--- src/rtl/core/gdad_pkg.sv ---
// Shared types, constants and the calendar function of the date adder.
package gdad_pkg;

  localparam int YEAR_BITS_DEF   = 16;
  localparam int OFFSET_BITS_DEF = 16;

  localparam int DAY_W   = 5;
  localparam int MONTH_W = 4;
  localparam int REM_W   = 9;

  localparam logic [MONTH_W-1:0] MONTH_JAN = 4'd1;
  localparam logic [MONTH_W-1:0] MONTH_FEB = 4'd2;
  localparam logic [MONTH_W-1:0] MONTH_APR = 4'd4;
  localparam logic [MONTH_W-1:0] MONTH_JUN = 4'd6;
  localparam logic [MONTH_W-1:0] MONTH_SEP = 4'd9;
  localparam logic [MONTH_W-1:0] MONTH_NOV = 4'd11;
  localparam logic [MONTH_W-1:0] MONTH_DEC = 4'd12;

  localparam logic [REM_W-1:0]   CYCLE_YEARS = 9'd400;
  localparam logic [REM_W-1:0]   CENTURY_1   = 9'd100;
  localparam logic [REM_W-1:0]   CENTURY_2   = 9'd200;
  localparam logic [REM_W-1:0]   CENTURY_3   = 9'd300;

  localparam logic [DAY_W-1:0] LEN_LEAP_FEB = 5'd29;
  localparam logic [DAY_W-1:0] LEN_FEB      = 5'd28;
  localparam logic [DAY_W-1:0] LEN_SHORT    = 5'd30;
  localparam logic [DAY_W-1:0] LEN_LONG     = 5'd31;

  // Commands from the controller to the datapath.
  typedef struct packed {
    logic load;
    logic mod_step;
    logic month_step;
  } gdad_cmd_t;

  // Status from the datapath to the controller.
  typedef struct packed {
    logic mod_last;
    logic day_over;
  } gdad_status_t;

  // Length of a month; codes outside 1..12 count as 31-day months.
  function automatic logic [DAY_W-1:0] month_len(input logic [MONTH_W-1:0] m,
                                                 input logic leap);
    logic [DAY_W-1:0] len;
    unique case (m)
      MONTH_FEB: len = leap ? LEN_LEAP_FEB : LEN_FEB;
      MONTH_APR, MONTH_JUN, MONTH_SEP, MONTH_NOV: len = LEN_SHORT;
      default: len = LEN_LONG;
    endcase
    return len;
  endfunction

endpackage

--- src/rtl/core/gdad_ctrl.sv ---
// Controller state machine of the date adder.
module gdad_ctrl
  import gdad_pkg::*;
(
  input  logic         clk,
  input  logic         rst,
  input  logic         in_fire,
  input  logic         out_fire,
  input  gdad_status_t status,
  output gdad_cmd_t    cmd,
  output logic         idle,
  output logic         done
);

  typedef enum logic [3:0] {
    ST_IDLE = 4'b0001,
    ST_MOD  = 4'b0010,
    ST_STEP = 4'b0100,
    ST_DONE = 4'b1000
  } state_t;

  state_t state, state_next;

  always_ff @(posedge clk) begin
    if (rst) begin
      state <= ST_IDLE;
    end else begin
      state <= state_next;
    end
  end

  always_comb begin
    state_next     = state;
    cmd.load       = 1'b0;
    cmd.mod_step   = 1'b0;
    cmd.month_step = 1'b0;
    unique case (state)
      ST_IDLE: begin
        if (in_fire) begin
          cmd.load   = 1'b1;
          state_next = ST_MOD;
        end
      end
      ST_MOD: begin
        cmd.mod_step = 1'b1;
        if (status.mod_last) begin
          state_next = ST_STEP;
        end
      end
      ST_STEP: begin
        if (status.day_over) begin
          cmd.month_step = 1'b1;
        end else begin
          state_next = ST_DONE;
        end
      end
      ST_DONE: begin
        if (out_fire) begin
          state_next = ST_IDLE;
        end
      end
      default: state_next = ST_IDLE;
    endcase
  end

  assign idle = (state == ST_IDLE);
  assign done = (state == ST_DONE);

endmodule

--- src/rtl/core/gdad_dp.sv ---
// Datapath of the date adder: date registers, year remainder unit and month step.
module gdad_dp
  import gdad_pkg::*;
#(
  parameter int YEAR_BITS   = YEAR_BITS_DEF,
  parameter int OFFSET_BITS = OFFSET_BITS_DEF
) (
  input  logic                   clk,
  input  gdad_cmd_t              cmd,
  input  logic [DAY_W-1:0]       start_day,
  input  logic [MONTH_W-1:0]     start_month,
  input  logic [YEAR_BITS-1:0]   start_year,
  input  logic [OFFSET_BITS-1:0] days_to_add,
  output gdad_status_t           status,
  output logic [DAY_W-1:0]       result_day,
  output logic [MONTH_W-1:0]     result_month,
  output logic [YEAR_BITS-1:0]   result_year,
  output logic                   year_overflow
);

  localparam int ACC_W = OFFSET_BITS + 1;

  // Year modulo 400 is 16 * ((year >> 4) mod 25) + (year mod 16). The quotient
  // by 25 comes from a reciprocal multiplication that is exact over the field.
  localparam int YEAR_Q = 25;
  localparam int HI_W   = YEAR_BITS - 4;
  localparam int MOD_W  = REM_W - 4;
  localparam int SHIFT  = HI_W + 5;
  localparam int PROD_W = 2 * HI_W + 1;
  localparam int QUO_W  = PROD_W - SHIFT;
  localparam longint unsigned RECIP = ((64'd1 << SHIFT) + 64'(YEAR_Q - 1)) / 64'(YEAR_Q);

  logic [ACC_W-1:0]     day;
  logic [MONTH_W-1:0]   month;
  logic [YEAR_BITS-1:0] year;
  logic                 ovf;
  logic [REM_W-1:0]     rem;       // year modulo 400
  logic [QUO_W-1:0]     quo;       // (year >> 4) divided by 25
  logic                 mod_phase;

  logic [HI_W-1:0]      year_hi;
  logic [QUO_W-1:0]     quo_next;
  logic [MOD_W-1:0]     hi_rem;
  logic                 leap;
  logic [DAY_W-1:0]     len;

  assign year_hi  = year[YEAR_BITS-1:4];
  assign quo_next = QUO_W'((PROD_W'(year_hi) * PROD_W'(RECIP)) >> SHIFT);
  assign hi_rem   = MOD_W'(year_hi - HI_W'(quo) * HI_W'(YEAR_Q));

  assign leap = ((year[1:0] == 2'b00) && (rem != CENTURY_1) && (rem != CENTURY_2)
                 && (rem != CENTURY_3)) || (rem == '0);
  assign len  = month_len(month, leap);

  assign status.day_over = (day > ACC_W'(len));
  assign status.mod_last = mod_phase;

  always_ff @(posedge clk) begin
    if (cmd.load) begin
      day       <= ACC_W'(start_day) + ACC_W'(days_to_add);
      month     <= start_month;
      year      <= start_year;
      ovf       <= 1'b0;
      rem       <= '0;
      mod_phase <= 1'b0;
    end else if (cmd.mod_step) begin
      if (!mod_phase) begin
        quo       <= quo_next;
        mod_phase <= 1'b1;
      end else begin
        rem <= {hi_rem, year[3:0]};
      end
    end else if (cmd.month_step) begin
      day <= day - ACC_W'(len);
      if (month >= MONTH_DEC) begin
        month <= MONTH_JAN;
        if (year == '1) begin
          year <= '0;
          rem  <= '0;
          ovf  <= 1'b1;
        end else begin
          year <= year + 1'b1;
          rem  <= (rem == CYCLE_YEARS - 1'b1) ? '0 : rem + 1'b1;
        end
      end else begin
        month <= month + 1'b1;
      end
    end
  end

  assign result_day    = day[DAY_W-1:0];
  assign result_month  = month;
  assign result_year   = year;
  assign year_overflow = ovf;

endmodule

--- src/rtl/core/gregorian_date_add_days.sv ---
// Top level of the Gregorian date adder: stream ports, controller and datapath.
//
// This block advances a Gregorian date (day, month, year) by an unsigned
// number of days and returns the resulting date with a flag that tells
// whether the year wrapped past its largest value. One input transfer gives
// exactly one output transfer, and the block works on one date at a time:
// s_tready is high only while the block is idle. An item is loaded, then
// a reciprocal multiplication and a remainder step form the start year
// modulo 400 for the leap rule, then the month step loop steps once per
// month crossed and makes one final check, after which the result is held
// until it is taken. Start month codes outside 1..12 count as 31-day
// months, and a day of zero with a zero offset comes back unchanged.
module gregorian_date_add_days
  import gdad_pkg::*;
#(
  parameter int YEAR_BITS   = YEAR_BITS_DEF,
  parameter int OFFSET_BITS = OFFSET_BITS_DEF
) (
  input  logic                 clk,
  input  logic                 rst,
  input  logic                 s_tvalid,
  output logic                 s_tready,
  // From bit 0 up: start_day, start_month, start_year, days_to_add, zero fill.
  input  logic [((DAY_W + MONTH_W + YEAR_BITS + OFFSET_BITS + 7) / 8) * 8 - 1:0] s_tdata,
  output logic                 m_tvalid,
  input  logic                 m_tready,
  // From bit 0 up: result_day, result_month, result_year, year_overflow, zero fill.
  output logic [((DAY_W + MONTH_W + YEAR_BITS + 1 + 7) / 8) * 8 - 1:0] m_tdata
);

  localparam int IN_USED  = DAY_W + MONTH_W + YEAR_BITS + OFFSET_BITS;
  localparam int OUT_USED = DAY_W + MONTH_W + YEAR_BITS + 1;
  localparam int OUT_W    = ((OUT_USED + 7) / 8) * 8;

  gdad_cmd_t    cmd;
  gdad_status_t status;
  logic         idle;
  logic         done;

  logic [DAY_W-1:0]     result_day;
  logic [MONTH_W-1:0]   result_month;
  logic [YEAR_BITS-1:0] result_year;
  logic                 year_overflow;

  logic in_fire;
  logic out_fire;

  assign s_tready = idle;
  assign m_tvalid = done;
  assign in_fire  = s_tvalid && s_tready;
  assign out_fire = m_tvalid && m_tready;

  gdad_ctrl u_ctrl (
    .clk      (clk),
    .rst      (rst),
    .in_fire  (in_fire),
    .out_fire (out_fire),
    .status   (status),
    .cmd      (cmd),
    .idle     (idle),
    .done     (done)
  );

  gdad_dp #(
    .YEAR_BITS   (YEAR_BITS),
    .OFFSET_BITS (OFFSET_BITS)
  ) u_dp (
    .clk           (clk),
    .cmd           (cmd),
    .start_day     (s_tdata[DAY_W-1:0]),
    .start_month   (s_tdata[DAY_W +: MONTH_W]),
    .start_year    (s_tdata[DAY_W + MONTH_W +: YEAR_BITS]),
    .days_to_add   (s_tdata[IN_USED - OFFSET_BITS +: OFFSET_BITS]),
    .status        (status),
    .result_day    (result_day),
    .result_month  (result_month),
    .result_year   (result_year),
    .year_overflow (year_overflow)
  );

  // The datapath registers hold the finished date while the result waits.
  assign m_tdata = OUT_W'({year_overflow, result_year, result_month, result_day});

endmodule

--- config.mk ---
export PLATFORM = sky130hd
export DESIGN_NAME = gregorian_date_add_days
export DESIGN_NICKNAME = d
export VERILOG_FILES = /design/src/rtl/core/gdad_pkg.sv /design/src/rtl/core/gdad_ctrl.sv /design/src/rtl/core/gdad_dp.sv /design/src/rtl/core/gregorian_date_add_days.sv
export SDC_FILE = /design/constraint.sdc
export NUM_CORES = 1
export LEC_CHECK = 0
export ABC_CLOCK_PERIOD_IN_PS = 7200
export BUFFER_PORTS_ARGS = -buffer_cell sky130_fd_sc_hd__buf_2
export CORE_MARGIN = 2
export CORE_UTILIZATION = 30
export DETAILED_ROUTE_END_ITERATION = 8
export GPL_TIMING_DRIVEN = 0
export SLEW_MARGIN = 20
export SYNTH_ARGS = -nofsm -noshare
export SYNTH_HDL_FRONTEND = slang
export SYNTH_SLANG_ARGS = --single-unit
--- constraint.sdc ---
create_clock -name clk -period 7.2 [get_ports clk]
set_input_delay 0.72 -clock clk [delete_from_list [all_inputs] [get_ports clk]]
set_output_delay 0.72 -clock clk [all_outputs]
set_load 0.02 [all_outputs]
==> impl_metrics.yaml, run 1 <==
route:
  post-route-drc-count: 0
  post_drt_wl_per_cell_microns: 14.8
  totalWireLength_microns: 15600
  via_per_inst: 4.74
  drt-initial-drc-count: 280
  vias: 4970
  drt-met1-wl_microns: 7440
  dr_wl_met2_microns: 7340
  ant_nets: 0
  routed-wl-met3_microns: 654
  top_layer: "met4"
  dr.pass1.iters: 5
pwr:
  power_density_mw_per_mm2: 364
  irDropWorstVdd_v: 0.000241
  netSwitchingPower_w: 0.00122
  leakage_nw: 3.46
  power_w: 0.00274
  p_clk_frac: 0.154
  combPwrFrac: 0.664
  power_frac_seq: 0.182
  switching_share: 0.446
  internal_power_w: 0.00151
placement:
  io_buffers: 72
  dp_hpwl_microns: 12700
  gp_congestion: 0.851
  place_ws_ns: 1.88
  place_area_sq_mm: 0.00723
global_routing:
  grt_max_degree: 22
  grt_pass1_wl_microns: 25200
  grt_overflow: 0
  antenna_found_initial: 0
  grt_pass1_vias: 4929
  track_usage: 0.143
worst_setup_path:
  reg2reg_slack_ns: 1.94
  worst_ep_arrival_time_ns: 5.33
  path_class: "register to register"
  r2r_cells: 14
  cp_max_fo: 8
  r2r_end: "u_dp.quo[2]$_DFFE_PP_"
  crit_path_end: "u_dp.quo[2]$_DFFE_PP_"
  required_ns: 7.27
  start_kind: "register"
  crit_path_start: "u_dp.result_year[10]$_DFFE_PP_"
  crit_path_end_kind: "register"
  crit-reg2reg-launch: "u_dp.result_year[10]$_DFFE_PP_"
run_status:
  outcome: "completed"
sta:
  setup_tns_ns: 0
  worst_slew_pin_slew_ns: 0.928
  fin_skew_ns: 0.00553
  maxSlewViolCount: 0
  fmax_ghz: 0.190
  setup_viol: 0
  fin_ws_ns: 1.94
  fin_crit_sh: 0.730
  post-route-min-period_ns: 5.26
  hold_viol: 0
  maxSlewHeadroom: 0.380
  rsz0062_at_grt: "no"
clocking:
  clock-sinks: 57
  clk_pin_slew_ns: 0.05
  clock_latency_ns: 0.33
  cts_tree: "yes"
  ctsResizeCount: 0
  clockRootBuffer: "clkbuf_16"
  cts_made_buffers: 9
  clock_path_buffers: 2
  cts_setup_buffers: 0
  htreeDepth: 3
  cts_hold_buf: 0
synthesis:
  syn_avg_cell_area_sq_um: 9.53
  yosys_warnings: 0
  ys_seq_area_frac: 0.241
  syn_inst: 680
  synth_top_flop_cell: "edfxtp_1"
  async_reset_ff_frac: 0
  synth_cell_types: 57
  synth_edf_count: 42
  ys_seq_elements: 57
  synth_area_sq_mm: 0.00648
floorplan:
  core_sq_mm: 0.0211
  io_pins: 86
  dieArea_sq_mm: 0.0228
  die_x_microns: 151
  start_util: 0.307
  die_h_microns: 151
  fp-row-count: 53
finish:
  layout_commonest_cell: "inv_1"
  final_cell_mix: "inv_1, ha_1, buf_2"
  syn2layout_area_growth_pct: 15.9
  nFillCells: 2226
  final_nets: 964
  final_util: 0.356
  regArea_sq_mm: 0.00156
  drive_above_1_share: 0.151
  multi_input_area_sq_mm: 0.00437
  fin_area_sq_mm: 0.00751
  n_antenna_cell: 0
hold_path:
  worst_hold_path_type: "register to register"
  whs_path_depth: 2
job:
  cap_violations: 0
power groups by stage:
stage	clock network [W]	registers, W	logic [W]
2_1_floorplan	0	0.000504	0.00139
3_3_place_gp	0	0.000506	0.00181
3_5_place_dp	0	0.000506	0.00184
4_1_cts	0.000425	0.000500	0.00186
5_1_grt	0.000437	0.000507	0.00212
6_report	0.000421	0.000498	0.00182
worst max-delay path, stage by stage (launching register included):
cell and delay, ns:
edfxtp_1 0.62, inv_1 0.12, fa_1 0.60, inv_1 0.06, ha_1 0.32, fa_1 0.52, fa_1 0.53, fa_1 0.49
ha_1 0.31, and3_1 0.18, a221oi_1 0.31, nor2b_1 0.16, o31a_1 0.32, o41ai_1 0.34, xnor2_1 0.11
routing by layer:
layer | vias to the layer above | GRT usage
met5 | - | 0
met4 | 0 | 0.0336
met3 | 12 | 0.0193
met2 | 85 | 0.240
met1 | 2357 | 0.194
li1 | 2516 | -
per-stage QoR:
stage	hold slack [ns]	cells
6_report	0.473	1049
5_1_grt	0.508	1049
4_1_cts	0.479	1049
3_5_place_dp	0.466	1033
3_3_place_gp	0.456	1032
2_1_floorplan	0.442	685
logic make-up (layout without fill, tap and decap cells):
logic type / count (synthesis) / count (layout) / synth area share
AOI/OAI and AO/OA: 115 / 115 / 0.124
xor gates and xnor gates: 61 / 61 / 0.0824
DFF: 57 / 57 / 0.241
adders and majority gates: 143 / 143 / 0.327
buffers and inverters: 139 / 228 / 0.0888
other: 1 / 6 / 0.000578
and+or+nand+nor: 158 / 158 / 0.127
muxes: 6 / 6 / 0.00965
registers in the layout, summed over array words and instances (netlist names):
register and flops:
u_ctrl.state 4, u_dp.day 17, u_dp.mod_phase 1, u_dp.quo 5, u_dp.rem 9, u_dp.result_month 4
u_dp.result_year 16, u_dp.year_overflow 1
worst min-delay path by stage:
stage	to	from	slack, ns
3_5_place_dp	u_dp.year_overflow$_SDFFE_PP0P_	u_dp.year_overflow$_SDFFE_PP0P_	0.47
2_1_floorplan	u_dp.year_overflow$_SDFFE_PP0P_	u_dp.year_overflow$_SDFFE_PP0P_	0.44
5_1_grt	u_dp.year_overflow$_SDFFE_PP0P_	u_dp.year_overflow$_SDFFE_PP0P_	0.51
4_1_cts	u_dp.year_overflow$_SDFFE_PP0P_	u_dp.year_overflow$_SDFFE_PP0P_	0.48
3_3_place_gp	u_dp.year_overflow$_SDFFE_PP0P_	u_dp.year_overflow$_SDFFE_PP0P_	0.46
6_report	u_dp.year_overflow$_SDFFE_PP0P_	u_dp.year_overflow$_SDFFE_PP0P_	0.47
layout make-up:
type / instances / area share
buffer: 25 / 0.0196
inverter: 114 / 0.0569
clock buffer: 10 / 0.0305
multi-input combinational: 489 / 0.582
clock inverter: 6 / 0.00783
tap: 275 / 0.0458
sequential: 57 / 0.208
timing repair buffer: 73 / 0.0495
synthesized netlist by cell type (6+ instances only):
cell      count  area share
inv_1       114       0.066
a21o_1        8      0.0093
nor2_1       32       0.019
nor4_1        6      0.0058
clkbuf_1     10      0.0058
a21oi_1      23       0.018
xnor2_1      39       0.053
nand2b_1      6      0.0058
dfxtp_1      15       0.046
xor2_1       22       0.030
nand3_1      15       0.012
fa_1         44        0.14
a32o_1       10       0.015
nand2_1      42       0.024
and3_1       11       0.011
ha_1         99        0.19
o21ai_0      33       0.025
nor3_1        9      0.0069
edfxtp_1     42        0.19
buf_4        12       0.014
o31ai_1       7      0.0081
No activity file was read; power rests on OpenSTA's default activity.
==> inputs of run 2 (changes only) <==
--- a/config.mk
+++ b/config.mk
@@ -5,7 +5,7 @@
 export SDC_FILE = /design/constraint.sdc
 export NUM_CORES = 1
 export LEC_CHECK = 0
-export ABC_CLOCK_PERIOD_IN_PS = 7200
+export ABC_CLOCK_PERIOD_IN_PS = 4400
 export BUFFER_PORTS_ARGS = -buffer_cell sky130_fd_sc_hd__buf_2
 export CORE_MARGIN = 2
 export CORE_UTILIZATION = 30
==> constraint.sdc (replaced) <==
create_clock -name clk -period 4.4 [get_ports clk]
set_input_delay 0.44 -clock clk [delete_from_list [all_inputs] [get_ports clk]]
set_output_delay 0.44 -clock clk [all_outputs]
set_load 0.02 [all_outputs]
==> run 2 against run 1 <==
The run now ends with setup timing left; clock power increased by 66%; combinational power increased by 120%; non-clock buffer count increased by 29; utilization increased by 1.9 points; die area unchanged; wire length increased by 5.8%; fmax increased by 10%; critical path type unchanged; via count increased by 3.8%; critical endpoint is now u_dp.quo[4]$_DFFE_PP_.
==> impl_metrics.yaml, run 2 (synthesized netlist as in run 1, its figures left out) <==
floorplan:
  fp-row-count: 53
  dieArea_sq_mm: 0.0228
  io_pins: 86
  start_util: 0.307
  core_sq_mm: 0.0211
  die_x_microns: 151
  die_h_microns: 151
route:
  dr_wl_met2_microns: 8140
  totalWireLength_microns: 16500
  via_per_inst: 4.79
  drt-initial-drc-count: 245
  drt-met1-wl_microns: 7240
  post_drt_wl_per_cell_microns: 15.3
  routed-wl-met3_microns: 768
  post-route-drc-count: 0
  top_layer: "met5"
  ant_nets: 0
  dr.pass1.iters: 6
  vias: 5161
placement:
  io_buffers: 72
  gp_congestion: 0.826
  place_area_sq_mm: 0.00729
  dp_hpwl_microns: 12700
pwr:
  power_frac_seq: 0.144
  netSwitchingPower_w: 0.00241
  internal_power_w: 0.00314
  irDropWorstVdd_v: 0.000410
  switching_share: 0.434
  leakage_nw: 3.63
  p_clk_frac: 0.126
  power_density_mw_per_mm2: 700
  combPwrFrac: 0.730
global_routing:
  grt_max_degree: 22
  grt_pass1_vias: 5381
  track_usage: 0.153
  antenna_found_initial: 2
  grt_pass1_wl_microns: 27200
  grt_overflow: 0
worst_setup_path:
  start_kind: "register"
  path_class: "register to register"
  cpMostUsedCell: "fa_1"
  critPathMaxStageDelay_ns: 0.58
  worst_ep_arrival_time_ns: 4.82
  cp_num_buf_inv: 3
  crit_path_end_kind: "register"
  crit_chain: "inv_2 -> fa_2 -> inv_2 -> ha_4 -> fa_1 -> fa_1 -> fa_1 -> ha_4 -> and3_4 -> a221oi_4 -> nor2b_4 -> o31a_1 -> buf_4 -> o2111ai_1 -> nand3_1"
  required_ns: 4.46
  path_delay_family: "adder cells"
  cp_max_fo: 4
  crit_slowest_cell: "fa_2"
finish:
  syn2layout_area_growth_pct: 22.1
  regMostFlops: "u_dp.day"
  fin_area_sq_mm: 0.00792
  n_antenna_cell: 0
  largest_reg_flops: 17
  final_cell_mix: "inv_1, ha_1, buf_2"
  drive_above_1_share: 0.210
  final_nets: 993
  layout_commonest_cell: "inv_1"
clocking:
  cts_hold_buf: 0
  clk_pin_slew_ns: 0.05
  clock_latency_ns: 0.32
  clockRootBuffer: "clkbuf_16"
  cts_tree: "yes"
  clock_path_buffers: 2
  cts_made_buffers: 9
  clock-sinks: 57
  htreeDepth: 3
sta:
  setup_viol: 5
  maxSlewHeadroom: 0.393
  fin_crit_sh: 1.08
  post-route-min-period_ns: 4.76
  rsz0062_at_grt: "yes"
  hold_viol: 0
  worst_slew_pin_slew_ns: 0.908
  fin_skew_ns: 0.00794
  fin_ws_ns: -0.365
  maxSlewViolCount: 0
  setup_tns_ns: -1.59
  fmax_ghz: 0.210
run_status:
  violations: "setup timing"
  outcome: "finished with violations"
job:
  cap_violations: 0
hold_path:
  worst_hold_path_type: "input port to register"
## run 2: changes by cell type in the layout (fill, tap and decap cells not counted), sizes merged
cell	delta
clkinvlp	-2
clkbuf	+3
buf	+29
clkinv	-1
## run 2: path summary, 6_finish.rpt
kind,start,endpoint,slack (ns),cells past startpoint
min,rst,u_ctrl.state[3]$_SDFFE_PP0P_,0.33,2
min reg2reg,u_dp.year_overflow$_SDFFE_PP0P_,u_dp.year_overflow$_SDFFE_PP0P_,0.47,2
max,u_dp.result_year[10]$_DFFE_PP_,u_dp.quo[4]$_DFFE_PP_,-0.36,15
max reg2reg,u_dp.result_year[10]$_DFFE_PP_,u_dp.quo[4]$_DFFE_PP_,-0.36,15
## run 2: timing repair
action | 4_1_cts | 5_1_grt
setup endpoints to repair | 5 | 5
cloned | 0 | 0
buffers inserted | 26 | 3
pin swaps | 18 | 5
gates resized for setup | 19 | 3
## run 2: layout make-up
| class | instances | area [sq um] |
|---|---|---|
| Clock buffer | 13 | 260 |
| Clock inverter | 3 | 40.0 |
| Fill cell | 2148 | 13200 |
| Timing Repair Buffer | 102 | 597 |
| Buffer | 25 | 148 |
| Sequential cell | 57 | 1560 |
| Inverter | 114 | 428 |
| Tap cell | 275 | 344 |
| Multi-Input combinational cell | 489 | 4540 |
## run 2: per-layer routing
metal  global-route usage  vias to the layer above
met2                0.265                      139
met3               0.0286                       30
met5                    0                        -
met1                0.195                     2420
li1                     -                     2570
met4               0.0402                        2
## run 2: through the flow
step	cells	setup slack [ns]	total power (W)	util	hold WS, ns
6_report	1078	-0.365	0.00554	0.375	0.326
5_1_grt	1078	-0.558	0.00616	0.375	0.325
4_1_cts	1075	-0.368	0.00552	0.374	0.321
3_5_place_dp	1033	-0.715	0.00416	0.346	0.462
3_3_place_gp	1032	-0.644	0.00410	0.345	0.455
2_1_floorplan	685	-0.358	0.00339	-	0.442
## run 2: power groups by stage
stage	sequential (W)	combinational [W]	clock (W)
CTS	0.000798	0.00401	0.000708
global route	0.000807	0.00462	0.000733
floorplan	0.000824	0.00257	0
detailed placement	0.000829	0.00334	0
finish	0.000798	0.00404	0.000699
global placement	0.000827	0.00327	0
==> inputs of run 3 (changes only) <==
--- a/config.mk
+++ b/config.mk
@@ -7,10 +7,14 @@
 export LEC_CHECK = 0
 export ABC_CLOCK_PERIOD_IN_PS = 4400
 export BUFFER_PORTS_ARGS = -buffer_cell sky130_fd_sc_hd__buf_2
+export CELL_PAD_IN_SITES_DETAIL_PLACEMENT = 0
+export CELL_PAD_IN_SITES_GLOBAL_PLACEMENT = 1
 export CORE_MARGIN = 2
 export CORE_UTILIZATION = 30
 export DETAILED_ROUTE_END_ITERATION = 8
 export GPL_TIMING_DRIVEN = 0
+export HOLD_SLACK_MARGIN = 0.08
+export PLACE_DENSITY_LB_ADDON = 0.1
 export SLEW_MARGIN = 20
 export SYNTH_ARGS = -nofsm -noshare
 export SYNTH_HDL_FRONTEND = slang
==> run 3 against run 2 <==
The flow still finishes with violations (setup timing); cell area grew 1.4%; clock skew is 0.0016 ns lower; fmax down 0.66%; critical path type unchanged; total power up 1.8%.
==> impl_metrics.yaml, run 3 (synthesized netlist as in run 1, its figures left out) <==
placement:
  dpl.cell_count: 1034
  place_area_sq_mm: 0.00730
  io_buffers: 72
  dp_hpwl_microns: 14300
  gp_congestion: 0.833
hold_path:
  whs_path_depth: 2
  hp-start: "rst"
  min_to: "u_ctrl.state[3]$_SDFFE_PP0P_"
  worst_hold_path_type: "input port to register"
clocking:
  cts_made_buffers: 9
  clk_pin_slew_ns: 0.05
  htreeDepth: 3
  cts_tree: "yes"
  clockRootBuffer: "clkbuf_16"
  clock-sinks: 57
  cts_hold_buf: 0
  clock_latency_ns: 0.34
  clock_path_buffers: 2
pwr:
  netSwitchingPower_w: 0.00249
  combPwrFrac: 0.732
  power_w: 0.00564
  power_density_mw_per_mm2: 702
  p_clk_frac: 0.127
  irDropWorstVdd_v: 0.000474
  internal_power_w: 0.00315
  leakage_nw: 3.66
  switching_share: 0.442
  power_frac_seq: 0.141
route:
  dr.pass1.iters: 4
  vias: 5166
  via_per_inst: 4.76
  post_drt_wl_per_cell_microns: 17.0
  post-route-drc-count: 0
  ant_nets: 0
  totalWireLength_microns: 18500
  drt-initial-drc-count: 171
floorplan:
  die_h_microns: 151
  die_x_microns: 151
  fp-row-count: 53
  start_util: 0.307
  dieArea_sq_mm: 0.0228
  io_pins: 86
  core_sq_mm: 0.0211
sta:
  hold_viol: 0
  fin_ws_ns: -0.397
  maxSlewViolCount: 0
  post-route-min-period_ns: 4.80
  fin_crit_sh: 1.09
  setup_tns_ns: -1.45
  rsz0062_at_grt: "yes"
  setup_viol: 5
  maxSlewHeadroom: 0.278
  fmax_ghz: 0.208
  holdWs_ns: 0.294
  worst_slew_pin_slew_ns: 1.07
  fin_skew_ns: 0.00632
worst_setup_path:
  r2r_end: "u_dp.quo[2]$_DFFE_PP_"
  crit_path_start: "u_dp.result_year[8]$_DFFE_PP_"
  reg2reg_slack_ns: -0.40
  required_ns: 4.47
  path_class: "register to register"
  r2r_cells: 16
  start_kind: "register"
  worst_ep_arrival_time_ns: 4.87
  crit_path_end_kind: "register"
  crit-reg2reg-launch: "u_dp.result_year[8]$_DFFE_PP_"
  cp_max_fo: 4
finish:
  nFillCells: 2191
  multi_input_area_sq_mm: 0.00459
  syn2layout_area_growth_pct: 23.8
  layout_commonest_cell: "inv_1"
  n_antenna_cell: 0
  regMostFlops: "u_dp.day"
  fin_cells: 1085
  drive_above_1_share: 0.228
  final_cell_mix: "inv_1, ha_1, buf_2"
  largest_reg_flops: 17
  regArea_sq_mm: 0.00156
  fin_area_sq_mm: 0.00803
  final_nets: 1000
global_routing:
  grt_overflow: 0
  grt_pass1_vias: 5430
  antenna_found_initial: 0
  grt_max_degree: 22
  track_usage: 0.173
  grt_pass1_wl_microns: 29800
run_status:
  outcome: "finished with violations"
  violations: "setup timing"
job:
  cap_violations: 0
[run 3: worst max path at each step]
stage | to
floorplan | u_dp.quo[2]$_DFFE_PP_
global route | u_dp.quo[2]$_DFFE_PP_
global placement | u_dp.quo[2]$_DFFE_PP_
detailed placement | u_dp.quo[2]$_DFFE_PP_
CTS | u_dp.quo[2]$_DFFE_PP_
finish | u_dp.quo[2]$_DFFE_PP_
[run 3: cell type report]
type / instances / area share
flip-flops and latches: 57 / 0.195
repair buffers: 109 / 0.0811
plain buffers: 25 / 0.0184
clock inverters: 2 / 0.00109
inverters: 114 / 0.0533
multi-input cells: 489 / 0.572
clock buffers: 14 / 0.0368
well taps: 275 / 0.0429
[run 3: per-layer routing]
layer | wire [microns] | vias up | GRT usage
met5 | 0 | - | 0
met4 | 199 | 0 | 0.0388
met3 | 732 | 13 | 0.0292
met2 | 8790 | 92 | 0.282
met1 | 8750 | 2485 | 0.241
li1 | - | 2576 | -
[run 3: what timing repair did]
item                                   4_1_cts  5_1_grt
endpoints found under the hold margin        0        0
pin swaps                                   19        7
buffers inserted                            29        6
gates resized for setup                     25        6
setup endpoints to repair                    5        5
[run 3: stage by stage]
step           worst slack [ns]   util
2_1_floorplan            -0.358      -
3_3_place_gp             -0.684  0.345
3_5_place_dp             -0.773  0.346
4_1_cts                  -0.368  0.377
5_1_grt                  -0.547  0.381
6_report                 -0.397  0.381
[run 3: power by group through the flow]
stage	clock [W]	sequential [W]	combinational [W]
after global routing	0.000759	0.000807	0.00469
after floorplan	0	0.000824	0.00257
after CTS	0.000737	0.000802	0.00404
after global placement	0	0.000830	0.00332
after detailed placement	0	0.000832	0.00340
final	0.000715	0.000796	0.00413
[run 3: critical path, stage by stage, from the launching register on]
cell	delay, ns
edfxtp_1	0.51
fa_1	0.60
inv_1	0.07
fa_1	0.49
inv_2	0.04
ha_4	0.15
fa_1	0.47
inv_1	0.05
fa_1	0.47
inv_1	0.04
ha_1	0.27
and3_4	0.18
a221oi_4	0.30
nor2b_4	0.08
o31a_1	0.38
o41ai_2	0.27
xnor2_1	0.15
